## config.mk

```make
export PLATFORM = sky130hd
export DESIGN_NAME = quicksort_hoare_sorter
export DESIGN_NICKNAME = d
export VERILOG_FILES = /design/src/hdl/qsort_pkg.sv /design/src/hdl/qsort_ram.sv /design/src/hdl/quicksort_hoare_sorter.sv
export SDC_FILE = /design/constraint.sdc
export NUM_CORES = 2
export LEC_CHECK = 0
export ABC_AREA = 1
export ABC_CLOCK_PERIOD_IN_PS = 6500
export BUFFER_PORTS_ARGS = -buffer_cell sky130_fd_sc_hd__buf_2
export CORE_ASPECT_RATIO = 0.9
export CORE_UTILIZATION = 46
export CTS_BUF_LIST = sky130_fd_sc_hd__clkbuf_4 sky130_fd_sc_hd__clkbuf_8 sky130_fd_sc_hd__clkbuf_16
export DETAILED_ROUTE_END_ITERATION = 12
export PLACE_DENSITY = 0.59
export SLEW_MARGIN = 25
export SYNTH_ARGS = -nofsm -noshare
export SYNTH_HDL_FRONTEND = slang
export SYNTH_SLANG_ARGS = --single-unit
```

## constraint.sdc

```tcl
create_clock -name clk -period 6.5 [get_ports clk]
set_input_delay 1.3 -clock clk [delete_from_list [all_inputs] [get_ports clk]]
set_output_delay 1.3 -clock clk [all_outputs]
set_load 0.05 [all_outputs]
```

## src/hdl/qsort_pkg.sv

```systemverilog
// Package for the quicksort sorter: constants, state encoding, helpers.
// No dependencies.
package qsort_pkg;

    localparam int CAPACITY_DEF = 64;
    localparam int DATA_W       = 32;

    typedef enum logic [3:0] {
        ST_LOAD,
        ST_POP,
        ST_PIV,
        ST_SCAN_I,
        ST_SCAN_J,
        ST_SWAP,
        ST_PUSH,
        ST_EMIT_RD,
        ST_EMIT
    } state_t;

    // Order-preserving key for signed compare done as unsigned.
    function automatic logic [DATA_W-1:0] order_key(input logic [DATA_W-1:0] x);
        order_key = x ^ {1'b1, {(DATA_W-1){1'b0}}};
    endfunction

endpackage

```

## src/hdl/qsort_ram.sv

```systemverilog
// Generic single-port-write, single-port-read RAM with registered read.
// No dependencies.
module qsort_ram #(
    parameter int WIDTH = 32,
    parameter int DEPTH = 64
) (
    input  logic                     clk,
    input  logic                     we,
    input  logic [$clog2(DEPTH)-1:0] waddr,
    input  logic [WIDTH-1:0]         wdata,
    input  logic [$clog2(DEPTH)-1:0] raddr,
    output logic [WIDTH-1:0]         rdata
);

    logic [WIDTH-1:0] mem [DEPTH];

    always_ff @(posedge clk)
    begin
        if (we)
        begin
            mem[waddr] <= wdata;
        end
        rdata <= mem[raddr];
    end

endmodule

```

## src/hdl/quicksort_hoare_sorter.sv

```systemverilog
// Quicksort sorter top level (Hoare partition, first element as pivot).
// Depends on qsort_pkg and qsort_ram.
//
// Usage:
//   Input transaction: value/last taken at a clock edge with start high and
//   busy low. One cycle per item while loading. Items past CAPACITY are
//   dropped and flag overflowed on every result of that list.
//   After an item with last, busy rises and the list is sorted in place in
//   the element RAM. Pending ranges sit in a second RAM used as a stack.
//   Each partition pass pops a range and fetches the pivot (ST_POP, ST_PIV),
//   then scans from both ends, comparing one element per cycle except where
//   a swap (ST_SWAP) intervenes, and pushes the subranges (ST_PUSH). RAM
//   reads are registered. Sorted input is the worst case, with O(N^2)
//   comparisons.
//   Results: sorted_value/final_res/overflowed shown for exactly one cycle
//   with strobe high, each result read (ST_EMIT_RD) then shown (ST_EMIT). The
//   receiver cannot stall. busy is already low in the cycle that shows the
//   final result.
//   Reset clears count, overflow flag and control state; RAM contents are
//   not cleared, no clearing pass is needed.
module quicksort_hoare_sorter #(
    parameter int CAPACITY = qsort_pkg::CAPACITY_DEF
) (
    input  logic        clk,
    input  logic        rst_n,
    input  logic        start,
    output logic        busy,
    input  logic signed [31:0] value,
    input  logic        last,
    output logic        strobe,
    output logic signed [31:0] sorted_value,
    output logic        final_res,
    output logic        overflowed
);

    localparam int AW = $clog2(CAPACITY);
    localparam int CW = $clog2(CAPACITY + 1);
    localparam int SW = 2 * AW;

    qsort_pkg::state_t state_reg, state_next;
    logic [CW-1:0] count_reg, count_next;
    logic          ovf_reg, ovf_next;
    logic [AW:0]   sp_reg, sp_next;
    logic [AW-1:0] lo_reg, lo_next, hi_reg, hi_next;
    logic [AW-1:0] i_reg, i_next, j_reg, j_next;
    logic [31:0]   pk_reg, pk_next, vi_reg, vi_next;
    logic          istep_reg, istep_next;
    logic          push2_reg, push2_next;
    logic          fwd_reg, fwd_next; // element i was just written by the swap
    logic [AW-1:0] p_reg, p_next;
    logic [31:0]   scan_i_data;

    logic          e_we;
    logic [AW-1:0] e_waddr, e_raddr;
    logic [31:0]   e_wdata, e_rdata;
    logic          s_we;
    logic [AW-1:0] s_waddr, s_raddr;
    logic [SW-1:0] s_wdata, s_rdata;

    logic          out_stb_reg, out_stb_next;
    logic          out_fin_reg, out_fin_next;
    logic [31:0]   out_val_reg, out_val_next;
    logic          out_ovf_reg, out_ovf_next;

    qsort_ram #(.WIDTH(32), .DEPTH(CAPACITY)) u_elem (
        .clk(clk), .we(e_we), .waddr(e_waddr), .wdata(e_wdata),
        .raddr(e_raddr), .rdata(e_rdata)
    );

    qsort_ram #(.WIDTH(SW), .DEPTH(CAPACITY)) u_stack (
        .clk(clk), .we(s_we), .waddr(s_waddr), .wdata(s_wdata),
        .raddr(s_raddr), .rdata(s_rdata)
    );

    always_ff @(posedge clk or negedge rst_n)
    begin
        if (!rst_n)
        begin
            state_reg   <= qsort_pkg::ST_LOAD;
            count_reg   <= '0;
            ovf_reg     <= 1'b0;
            sp_reg      <= '0;
            fwd_reg     <= 1'b0;
            out_stb_reg <= 1'b0;
        end
        else
        begin
            state_reg   <= state_next;
            count_reg   <= count_next;
            ovf_reg     <= ovf_next;
            sp_reg      <= sp_next;
            fwd_reg     <= fwd_next;
            out_stb_reg <= out_stb_next;
        end
    end

    always_ff @(posedge clk)
    begin
        lo_reg      <= lo_next;
        hi_reg      <= hi_next;
        i_reg       <= i_next;
        j_reg       <= j_next;
        pk_reg      <= pk_next;
        vi_reg      <= vi_next;
        istep_reg   <= istep_next;
        push2_reg   <= push2_next;
        p_reg       <= p_next;
        out_fin_reg <= out_fin_next;
        out_val_reg <= out_val_next;
        out_ovf_reg <= out_ovf_next;
    end

    assign busy         = (state_reg != qsort_pkg::ST_LOAD);
    assign strobe       = out_stb_reg;
    assign sorted_value = out_val_reg;
    assign final_res    = out_fin_reg;
    assign overflowed   = out_ovf_reg;

    // RAM read of i+1 overlaps the write of j in the swap; when they meet,
    // take the written value.
    assign scan_i_data = fwd_reg ? vi_reg : e_rdata;

    // Scans alternate: a read is issued in one cycle, compared in the next.
    always_comb
    begin
        state_next   = state_reg;
        count_next   = count_reg;
        ovf_next     = ovf_reg;
        sp_next      = sp_reg;
        lo_next      = lo_reg;
        hi_next      = hi_reg;
        i_next       = i_reg;
        j_next       = j_reg;
        pk_next      = pk_reg;
        vi_next      = vi_reg;
        istep_next   = istep_reg;
        push2_next   = push2_reg;
        fwd_next     = 1'b0;
        p_next       = p_reg;
        out_stb_next = 1'b0;
        out_fin_next = out_fin_reg;
        out_val_next = out_val_reg;
        out_ovf_next = out_ovf_reg;
        e_we         = 1'b0;
        e_waddr      = i_reg;
        e_wdata      = value;
        e_raddr      = i_reg;
        s_we         = 1'b0;
        s_waddr      = sp_reg[AW-1:0];
        s_wdata      = {hi_reg, lo_reg};
        s_raddr      = sp_reg[AW-1:0] - 1'b1;

        case (state_reg)
            qsort_pkg::ST_LOAD:
            begin
                if (start)
                begin
                    if (count_reg < CW'(CAPACITY))
                    begin
                        e_we       = 1'b1;
                        e_waddr    = count_reg[AW-1:0];
                        count_next = count_reg + 1'b1;
                    end
                    else
                    begin
                        ovf_next = 1'b1;
                    end
                    if (last)
                    begin
                        if (count_next >= CW'(2))
                        begin
                            s_we      = 1'b1;
                            s_waddr   = '0;
                            s_wdata   = {AW'(count_next - 1'b1), AW'(0)};
                            sp_next   = (AW+1)'(1);
                            state_next = qsort_pkg::ST_POP;
                        end
                        else
                        begin
                            i_next     = '0;
                            state_next = qsort_pkg::ST_EMIT_RD;
                        end
                    end
                end
            end

            qsort_pkg::ST_POP:
            begin
                if (sp_reg == '0)
                begin
                    i_next     = '0;
                    state_next = qsort_pkg::ST_EMIT_RD;
                end
                else
                begin
                    // stack read issued this cycle (s_raddr = sp-1)
                    sp_next    = sp_reg - 1'b1;
                    state_next = qsort_pkg::ST_PIV;
                    istep_next = 1'b1;
                end
            end

            qsort_pkg::ST_PIV:
            begin
                if (istep_reg)
                begin
                    lo_next    = s_rdata[AW-1:0];
                    hi_next    = s_rdata[SW-1:AW];
                    e_raddr    = s_rdata[AW-1:0];
                    istep_next = 1'b0;
                end
                else
                begin
                    pk_next    = qsort_pkg::order_key(e_rdata);
                    i_next     = lo_reg;
                    j_next     = hi_reg;
                    e_raddr    = lo_reg;
                    state_next = qsort_pkg::ST_SCAN_I;
                end
            end

            // read of element i is in flight on entry
            qsort_pkg::ST_SCAN_I:
            begin
                if (qsort_pkg::order_key(scan_i_data) < pk_reg)
                begin
                    i_next  = i_reg + 1'b1;
                    e_raddr = i_reg + 1'b1;
                end
                else
                begin
                    vi_next    = scan_i_data;
                    e_raddr    = j_reg;
                    state_next = qsort_pkg::ST_SCAN_J;
                end
            end

            qsort_pkg::ST_SCAN_J:
            begin
                if (qsort_pkg::order_key(e_rdata) > pk_reg)
                begin
                    j_next  = j_reg - 1'b1;
                    e_raddr = j_reg - 1'b1;
                end
                else if (i_reg < j_reg)
                begin
                    // write element j into i now, old i into j next cycle
                    e_we       = 1'b1;
                    e_waddr    = i_reg;
                    e_wdata    = e_rdata;
                    state_next = qsort_pkg::ST_SWAP;
                end
                else
                begin
                    p_next     = j_reg;
                    push2_next = 1'b0;
                    state_next = qsort_pkg::ST_PUSH;
                end
            end

            qsort_pkg::ST_SWAP:
            begin
                e_we       = 1'b1;
                e_waddr    = j_reg;
                e_wdata    = vi_reg;
                i_next     = i_reg + 1'b1;
                j_next     = j_reg - 1'b1;
                e_raddr    = i_reg + 1'b1;
                fwd_next   = (i_reg + 1'b1 == j_reg);
                state_next = qsort_pkg::ST_SCAN_I;
            end

            // push (p+1,hi) then (lo,p)
            qsort_pkg::ST_PUSH:
            begin
                if (!push2_reg)
                begin
                    if (p_reg + 1'b1 < hi_reg && p_reg != hi_reg)
                    begin
                        s_we    = 1'b1;
                        s_wdata = {hi_reg, AW'(p_reg + 1'b1)};
                        sp_next = sp_reg + 1'b1;
                    end
                    push2_next = 1'b1;
                end
                else
                begin
                    if (lo_reg < p_reg)
                    begin
                        s_we    = 1'b1;
                        s_wdata = {p_reg, lo_reg};
                        sp_next = sp_reg + 1'b1;
                    end
                    state_next = qsort_pkg::ST_POP;
                end
            end

            qsort_pkg::ST_EMIT_RD:
            begin
                if (CW'(i_reg) >= count_reg || count_reg == '0)
                begin
                    count_next = '0;
                    ovf_next   = 1'b0;
                    state_next = qsort_pkg::ST_LOAD;
                end
                else
                begin
                    e_raddr    = i_reg;
                    state_next = qsort_pkg::ST_EMIT;
                end
            end

            qsort_pkg::ST_EMIT:
            begin
                out_stb_next = 1'b1;
                out_val_next = e_rdata;
                out_ovf_next = ovf_reg;
                out_fin_next = (CW'(i_reg) + 1'b1 == count_reg);
                if (CW'(i_reg) + 1'b1 == count_reg)
                begin
                    count_next = '0;
                    ovf_next   = 1'b0;
                    state_next = qsort_pkg::ST_LOAD;
                end
                else
                begin
                    i_next     = i_reg + 1'b1;
                    state_next = qsort_pkg::ST_EMIT_RD;
                end
            end

            default:
            begin
                state_next = qsort_pkg::ST_LOAD;
            end
        endcase
    end

    // Assertions
    a_cnt_range: assert property (@(posedge clk) disable iff (!rst_n)
        count_reg <= CW'(CAPACITY))
        else $error("element count beyond capacity");

    a_stack_bound: assert property (@(posedge clk) disable iff (!rst_n)
        sp_reg <= (AW+1)'(CAPACITY))
        else $error("range stack overrun");

    a_strobe_busy: assert property (@(posedge clk) disable iff (!rst_n)
        out_stb_reg && !out_fin_reg |-> busy)
        else $error("non-final result while idle");

    a_final_idle: assert property (@(posedge clk) disable iff (!rst_n)
        out_stb_reg && out_fin_reg |-> !busy && count_reg == '0)
        else $error("block not emptied after final result");

endmodule

```

==> qor.csv <==
stage;metric;value;unit
sta;setup_ws;0.618;ns
detailed_routing;drt_iter0_markers;11766;
yosys;post_synth_instance_area;0.131;mm2
sta;rsz0062_at_grt;no;
detailed_routing;wirelength;395000;um
global_route;pin_count_of_the_biggest_net_entering_global_routing;197;
setup_path;timing.reg2reg.worst_path_depth;19;
sta;setup_viol;0;
global_route;grt_pass1_wl;574000;um
global_route;global_route.usage.total;27.0;%
setup_path;crit_path_max_fanout;177;
global_route;global_route.overflow_total;0;
clocking;cts_max_path_buffers;4;
yosys;synth-edff-count;2946;
layout;drive_gt1_share;9.06;%
yosys;yosysTopAreaCellShare;67.5;%
setup_path;critical_path_required;7.28;ns
setup_path;worstSetupStartpointType;flop;
floorplan;floorplan.initialDensity;46.3;%
placement;dp_hpwl;219000;um
clocking;cts-htree-levels;5;
detailed_routing;vias_per_cell;5.84;
setup_path;timing.critical_path.to;u_elem.rdata[7];
setup_path;critical_path_arrival;6.67;ns
clocking;clkTransAtPathRegs;0.06;ns
setup_path;setup.worst_path.class;flop to flop;
yosys;post_synth_num_cell_types;51;
layout;num-fill-cells;23973;
clocking;total_clock_buffers_created_by_cts;321;
yosys;share_of_synthesized_area_occupied_by_flip_flops_and_latches;68.6;%
floorplan;die-height;508;um
clocking;cts_root_buffer;clkbuf_16;
yosys;syn-instance-count;11318;
yosys;ys_warn_count;0;
clocking;tritoncts;built;
sta;final-max-slew-violation-count;0;
layout;register_with_the_most_flip_flops;u_elem.mem;
yosys;synth_area_leader_cell;edfxtp_1;
global_route;first_global_vias;84338;
sta;final.min_clock_period;5.88;ns
setup_path;critical_path.startpoint;fwd_reg;
detailed_routing;vias;89343;
yosys;synthMostInstantiatedCell;edfxtp_1;
yosys;area_contributors_post_synth;edfxtp_1 (67%), nand3_1 (8.7%), nand3b_1 (4.4%), nand2_1 (4.3%), inv_1 (3.8%);
status;run_status;completed;
floorplan;fp-row-count;185;
layout;largest_register_ffs;2048;
setup_path;r2r_end;u_elem.rdata[7];
detailed_routing;drtPass1Iterations;6;
setup_path;rr_startpoint;fwd_reg;
detailed_routing;routed_wire_length_per_instance;25.8;um
clocking;post-cts-setup-buffer-count;0;
worst_hold_path;hold_path_class;flop to flop;
placement;gp_congestion;0.882;
sta;worst_pin_slew;1.15;ns
sta;skew;0.116;ns
clocking;cts_resized;0;
yosys;synth-main-ff-cell;edfxtp_1;
floorplan;floorplan.die_area;0.287;mm2
yosys;synthArstFlopShare;0.697;%
sta;fmaxAchievable;170;MHz
global_route;initial_antenna_violation_count;22;
yosys;synth.cells.most_frequent;edfxtp_1 (2946), nand3_1 (2289), nand2_1 (1514);
sta;timing.final.crit_share;90.5;%
detailed_routing;drc;0;
job;max_cap_violations;0;
sta;tns;0;ns
clocking;cts_stage_hold_buffer_count;0;
sta;maxSlewHeadroom;23.3;%
layout;final_net_count;11445;
sta;final-hold-violation-count;0;
placement;port-buffer-count;71;
setup_path;reg2reg_setup_slack;0.62;ns
floorplan;floorplan.io_pins;72;
yosys;yosys_register_bits;3011;
setup_path;cp-end-kind;flop;
layout;area_of_the_multi_input_gates;0.0338;mm2
detailed_routing;route.antenna.remaining_nets;0;
layout;register_area;0.0899;mm2
clocking;clk_latency;0.94;ns
yosys;synth.avg_cell_area;11.6;um2
clocking;cts.sink_count;3011;
placement;pre_cts_slack;0.858;ns
floorplan;die_x;565;um
layout;syn_to_final_growth;13.1;%
layout;reg.largest.list;u_elem.mem x2048, u_stack.mem x768;
floorplan;std_cell_core_area;0.283;mm2
yosys;synth_fp_nets;11455;
[critical path, stage by stage (launching register included)]
cell and delay [ns]:
dfrtp_1 0.38, inv_2 0.51, nand2_1 0.10, nand2_1 0.13, ha_1 0.27, a21oi_1 0.17
o21ai_0 0.11, o21bai_1 0.20, a31oi_1 0.40, nand4_1 0.24, nand3_4 0.21, buf_4 0.34
buf_12 0.46, nand3_1 0.16, nand3_1 0.14, nand3_1 0.10, nand3_1 0.16, nand3_1 0.46
nand3_1 0.68, nand2_1 0.11
[worst min-delay path by stage]
stage / from / end / slack, ns / cells after the start
finish: u_stack.rdata[7] / hi_reg[1] / 0.40 / 0
global route: u_stack.rdata[8] / hi_reg[2] / 0.41 / 0
CTS: rst_n / strobe / 0.39 / 1
detailed placement: u_stack.rdata[8] / hi_reg[2] / 0.39 / 0
global placement: u_stack.rdata[11] / hi_reg[5] / 0.39 / 0
floorplan: u_stack.rdata[6] / hi_reg[0] / 0.39 / 0
[layout make-up]
cell class | instances | share of cell area, %
Sequential cell | 3011 | 60.6
Timing Repair Buffer | 410 | 2.77
Multi-Input combinational cell | 6219 | 22.8
Clock inverter | 163 | 1.23
Inverter | 1345 | 3.43
Clock buffer | 412 | 5.94
Antenna cell | 8 | 0.0135
Tap cell | 3740 | 3.16
[per-stage QoR]
stage	utilization, %	area, um2	cells	hold slack, ns
finish	52.4	148000	15308	0.403
CTS	52.4	148000	15296	0.392
global placement	48.6	137000	14720	0.391
global route	52.4	148000	15303	0.410
detailed placement	48.6	137000	14721	0.389
floorplan	-	131000	11318	0.386
[cells in the final DEF (no fill, tap or decap), types with 10 or more instances in the layout]
cell	count
a21oi_1	54
a221oi_1	10
buf_12	90
buf_2	71
buf_4	245
bufinv_16	29
clkbuf_16	325
clkbuf_4	82
clkinv_1	62
clkinv_2	42
clkinv_8	10
clkinvlp_4	10
dfrtp_1	20
dfxtp_1	44
edfxtp_1	2946
ha_1	99
inv_1	1327
mux2i_1	109
nand2_1	1513
nand3_1	2289
nand3b_1	766
nand4_1	22
nor2_1	558
nor2_4	70
nor3_1	19
o211ai_1	112
o21ai_0	302
o221ai_1	111
o22ai_1	11
o32ai_1	83
xor2_1	23
[cell families after synthesis]
family,after synthesis,synth area share (%)
and+or+nand+nor,5259,19.5
DFF,3011,68.6
xor gates and xnor gates,26,0.174
adders and majority gates,101,0.970
muxes,109,0.832
AOI/OAI and AO/OA,724,3.66
buffers and inverters,2088,6.25
[routing by layer]
layer  part of all wire (%)  vias up  routed length [um]  GRT usage, %
li1                       -    39904                   -             -
met1                     44    44462              173000          40.5
met2                     43     4365              172000          40.0
met3                     10      612               39700          5.24
met4                    2.8        0               11200          7.86
met5                      0        -                   0             0
Power is left out: the tool's default activity adds up to more than one toggle a clock period on the data nets, which glitch-free logic cannot reach.
